[config.mk]
export PLATFORM = sky130hd
export DESIGN_NAME = lfba_outq
export DESIGN_NICKNAME = d
export VERILOG_FILES = /design/src/rtl/lfba_pkg.sv /design/src/rtl/lfba_outq.sv
export SDC_FILE = /design/constraint.sdc
export NUM_CORES = 1
export LEC_CHECK = 0
export BUFFER_PORTS_ARGS = -buffer_cell sky130_fd_sc_hd__buf_2
export CAP_MARGIN = 20
export CORE_MARGIN = 5
export CORE_UTILIZATION = 30
export DETAILED_ROUTE_END_ITERATION = 8
export PLACE_DENSITY = 0.61
export SYNTH_ARGS = -nofsm -noshare
export SYNTH_HDL_FRONTEND = slang
export SYNTH_SLANG_ARGS = --single-unit
[constraint.sdc]
create_clock -name clk_i -period 5.4 [get_ports clk_i]
set_input_delay 1.08 -clock clk_i [delete_from_list [all_inputs] [get_ports clk_i]]
set_output_delay 1.08 -clock clk_i [all_outputs]
set_load 0.02 [all_outputs]
[src/rtl/lfba_pkg.sv]
// Shared types and constants for the lazy free-list block allocator.
`default_nettype none
package lfba_pkg;

  localparam int unsigned CW  = 11;  // counts, pool size and link values
  localparam int unsigned IW  = 10;  // block index field width
  localparam int unsigned SDW = 16;  // slave tdata width
  localparam int unsigned MDW = 24;  // master tdata width

  typedef enum logic [1:0] {
    ST_OK    = 2'd0,
    ST_EMPTY = 2'd1,
    ST_RANGE = 2'd2,
    ST_FULL  = 2'd3
  } status_e;

  typedef enum logic {
    REQ_ALLOC = 1'b0,
    REQ_FREE  = 1'b1
  } req_e;

  typedef enum logic {
    S_IDLE = 1'b0,
    S_LINK = 1'b1
  } state_e;

  // controller -> datapath
  typedef struct packed {
    logic exec;       // item accepted this cycle, execute it
    logic link_load;  // head link read data is back
  } cmd_t;

  // datapath/output queue -> controller
  typedef struct packed {
    logic need_read;  // current item pops and needs the next link
    logic busy;       // a result is parked in the hold register
  } ctl_sts_t;

  typedef struct packed {
    status_e        status;
    logic [IW-1:0]  granted;
    logic [CW-1:0]  free_blocks;
  } res_t;

endpackage : lfba_pkg
`default_nettype wire

[src/rtl/lfba_outq.sv]
// Output register with a one-entry hold stage.
`default_nettype none
module lfba_outq
  import lfba_pkg::*;
(
  input  wire logic clk_i,
  input  wire logic rst_ni,
  input  wire logic load_i,
  input  wire res_t res_i,
  input  wire logic out_ready_i,
  output logic      out_valid_o,
  output res_t      out_o,
  output logic      busy_o
);

  res_t out_q, hold_q;
  logic out_v_q, pend_q;
  logic slot_free;

  assign slot_free = !out_v_q || out_ready_i;

  always_ff @(posedge clk_i or negedge rst_ni) begin
    if (!rst_ni) begin
      out_v_q <= 1'b0;
      pend_q  <= 1'b0;
    end else if (slot_free) begin
      out_v_q <= pend_q || load_i;
      pend_q  <= 1'b0;
    end else if (load_i) begin
      pend_q <= 1'b1;
    end
  end

  always_ff @(posedge clk_i) begin
    if (slot_free) begin
      if (pend_q) begin
        out_q <= hold_q;
      end else if (load_i) begin
        out_q <= res_i;
      end
    end else if (load_i) begin
      hold_q <= res_i;
    end
  end

  assign out_valid_o = out_v_q;
  assign out_o       = out_q;
  assign busy_o      = pend_q;

endmodule : lfba_outq
`default_nettype wire

* Yosys cells after proc, flatten, opt, wreduce, memory -nomap -nowiden
Index checks and enable logic that the tools add are counted.
Widths: inputs -> output; s select.
** Word-level totals
- Output and inout port bits :: 25
- Flip-flop bits (word level) :: 48
- Logic and storage cells :: 20
** Operators by class
- Bitwise logic cells :: 1
- Reduce and logical (&&, ||, !) cells :: 7
- Mux-type cells :: 4
** Operator list (count)
- $mux 23 :: 2
- $reduce_and 2->1 :: 2
- $reduce_bool 2->1 :: 2
- $logic_or 1x1->1 :: 2
- $mux 1 :: 2
- $logic_not 1->1 :: 1
- $not 1->1 :: 1

* Logic depth before layout (Yosys ltp)
- Word-level depth :: 4
- Depth in mapped cells :: 4
- Gate-level depth less buffers :: 2

* Least setup slack after synthesis
Ideal clock, no wire load.
- Path kind :: input-to-reg
- Start point :: input load_i
- End point :: register out_q (netlist bit out_o[0]) (enable)
- Path slack :: 2.703 ns
- Required time :: 4.989 ns
- Arrival time :: 2.286 ns
- Buffers on the path :: 0
- Stages on the path :: 2
- Path through :: nor2_1 > a21oi_1
** On the way
- Word-level cells in the longest chain between the ends :: 2
** Ends and longest elaborated chain
- from (decl) :: line lfba_outq.sv:8 : input wire logic load_i,
- $reduce_bool 2->1 (no source line)
- $reduce_and 2->1 (no source line)
- to (signal assigned) :: line lfba_outq.sv:37 : out_q <= hold_q;
- to (signal assigned) :: line lfba_outq.sv:39 : out_q <= res_i;
- to (decl) :: line lfba_outq.sv:16 : res_t out_q, hold_q;
No other way between the ends.
A chain may end at the register's enable or synchronous reset.

* Final worst setup path
- Start point :: input out_ready_i
- End point :: register hold_q[11] (netlist bit) (enable)
** On the way
- Word-level cells in the longest chain between the ends :: 3
** Ends and longest elaborated chain
- from (decl) :: line lfba_outq.sv:10 : input wire logic out_ready_i,
- $logic_or 1x1->1 :: line lfba_outq.sv:20 : assign slot_free = !out_v_q || out_ready_i;
- $not 1->1 (no source line)
- $reduce_and 2->1 (no source line)
- to (signal assigned) :: line lfba_outq.sv:42 : hold_q <= res_i;
- to (decl) :: line lfba_outq.sv:16
No other way between the ends.

==> metrics.yaml <==
status: "finished, final reports clean"
grt_overflow: 0
setup_tns_ns: 0
power_density_nw_per_um2: 329.9
slowest_delay_ns: 0.81
fin_crit_ns: 2.142
synth_commonest_cells: "46 x edfxtp_1, 19 x mux2_4, 4 x mux2_2"
die_w_um: 88.43
clockBufferDepth: 2
vias: 869
clk_latency_ns: 0.30
synth_top_area_share_pct: 74.85
fin_nets: 165
die_area_um2: 7820
end_kind: "register"
synth-edff-count: 46
path_cells: "buf_2 -> inv_1 -> and3_1"
final_area_um2: 2250
ff_latch_area_um2: 1431
finalClockSkew_ns: 0.006849
core_area_um2: 5956
grt_max_degree: 25
rsz0062_at_grt: "no"
whs_ns: 0.5462
antenna_found_initial: 0
drv_cap: 0
grt_use_total_pct: 8.193
die_h_um: 88.43
setup_viol_count_final: 0
cp_slowest_cell: "and3_1"
cp_max_fo: 23
min_path_type: "in -> async"
dp_hpwl_um: 2267
startpoint_type: "input port"
cts_tree: "built"
ctsHtreeMaxLevel: 2
ctsResizeCount: 0
drc: 0
cts_root_buf: "clkbuf_8"
synth.distinct_cells: 12
final_antenna_net_count: 0
rows: 28
cellLeakagePower_nw: 0.8839
hold_buffers: 0
vias_per_cell: 4.061
numCtsBuffers: 5
placed_area_um2: 2162
grtUsageMet1_pct: 9.959
required_ns: 5.32
post-cts-setup-buffers: 0
multiInputGateArea_um2: 362.8
ys.flop_type: "edfxtp_1"
grt_pass1_wl_um: 4705
grt_pass1_vias: 963
worstSetupPathType: "in -> reg"
diodes: 0
tightest_slew_ns: 0.9835
clkSinkCount: 48
nFillCells: 587
numPortBuffers: 51
grt_util_met2_pct: 12.71
slew_headroom_pct: 34.43
dr.first_iter.drc_count: 39
synth_area_leaders: "edfxtp_1 75%, mux2_4 15%, dfrtp_1 2.7%, mux2_2 2.4%, buf_12 2.2%"
grtUsageMet3_pct: 4.004
final_hold_viol_count: 0
synthCells: 81
first_pass_iters: 3
wl_per_cell_um: 14.10
synthToLayoutAreaGrowth_pct: 21.90
yosysMostFrequentCell: "edfxtp_1"
avgSynthCellArea_um2: 22.78
ys_warn_count: 0
drive_above_1_share_pct: 60.43
yosysTopAreaCell: "edfxtp_1"
ys_ff_latch: 48
arrival_ns: 2.07
ys_seq_area_share_pct: 77.56
initial_core_util_pct: 30.99
netlist_area_um2: 1846
place_congestion: 0.6915
maxSlewViolCount: 0
wirelength_um: 3018
max_freq_mhz: 466.9
io-pin-count: 52
syn-num-nets: 108
async_flop_share_pct: 4.167
grt-busiest-layer: "met2"
finalCritPeriodShare_pct: 39.67
vdd_drop_max_v: 0.0001360
path_clk_slew_ns: 0.09
## area by class of cell
| class | instances | share of cell area, % |
|---|---|---|
| Clock buffer | 5 | 3.059 |
| Clock inverter | 3 | 0.8343 |
| Inverter | 1 | 0.1669 |
| Multi-Input combinational cell | 29 | 16.13 |
| Sequential cell | 48 | 63.63 |
| Tap cell | 75 | 4.171 |
| Timing Repair Buffer | 53 | 12.01 |
## critical path, delay by kind of cell
kind | cells | cell delay, ns
and+or+nand+nor | 1 | 0.81
buffers and inverters | 2 | 0.17
## cells in the final DEF (no fill, tap or decap), types with 2 or more instances in the layout
master,Yosys,final
clkinvlp_4,0,2
edfxtp_1,46,46
nor2_1,2,2
buf_4,0,2
clkbuf_8,0,5
mux2_2,4,4
dfrtp_1,2,2
buf_2,0,51
mux2_4,19,19
## metrics by stage
stage | setup WS [ns] | cells | utilization (%) | total power [mW]
final | 3.258 | 214 | 37.77 | 0.7423
after global routing | 3.186 | 214 | 37.77 | 0.7767
after CTS | 3.245 | 214 | 37.77 | 0.7551
after detailed placement | 2.918 | 206 | 36.30 | 0.5495
after global placement | 2.946 | 206 | 36.30 | 0.5467
after floorplan | 2.703 | 81 | - | 0.5188
## registers in the layout, indices dropped and copies added (netlist names)
name         flops
hold_q          23
out_o           23
busy_o           1
out_valid_o      1
## layer usage
metal,part of all wire (%),vias up,wire length (um)
li1,-,427,-
met1,43,396,1299
met2,45,40,1349
met3,11,6,320
met4,1.6,0,48
met5,0,-,0
## where the power goes
part	leakage [nW]	switching [mW]	internal, mW
logic	0.389	0.0524	0.0418
clock network	0.0378	0.115	0.0893
registers	0.458	0.00590	0.438
## kinds of logic (layout without fill, tap and decap cells)
| group | after synthesis | count (layout) | synth area share, % |
|---|---|---|---|
| DFF | 48 | 48 | 77.56 |
| AOI/OAI and AO/OA | 1 | 1 | 0.2709 |
| buffers and inverters | 4 | 62 | 2.983 |
| muxes | 23 | 23 | 17.90 |
| and+or+nand+nor | 5 | 5 | 1.289 |
## final timing paths
kind | startpoint | endpoint | slack, ns | cells after the start
worst min register to register | hold_q[19]$_DFFE_PP_ | out_o[19]$_DFFE_PP_ | 0.55 | 1
worst min-delay path | rst_ni | out_valid_o$_DFFE_PN0P_ | 0.55 | 1
worst max-delay path | out_ready_i | hold_q[11]$_DFFE_PP_ | 3.26 | 3
max in group asynchronous | rst_ni | busy_o$_DFFE_PN0P_ | 4.75 | 1
worst max register to register | busy_o$_DFFE_PN0P_ | out_o[12]$_DFFE_PP_ | 3.74 | 4
min in group clk_i | hold_q[19]$_DFFE_PP_ | out_o[19]$_DFFE_PP_ | 0.55 | 1
No activity file was read; power rests on OpenSTA's default activity.
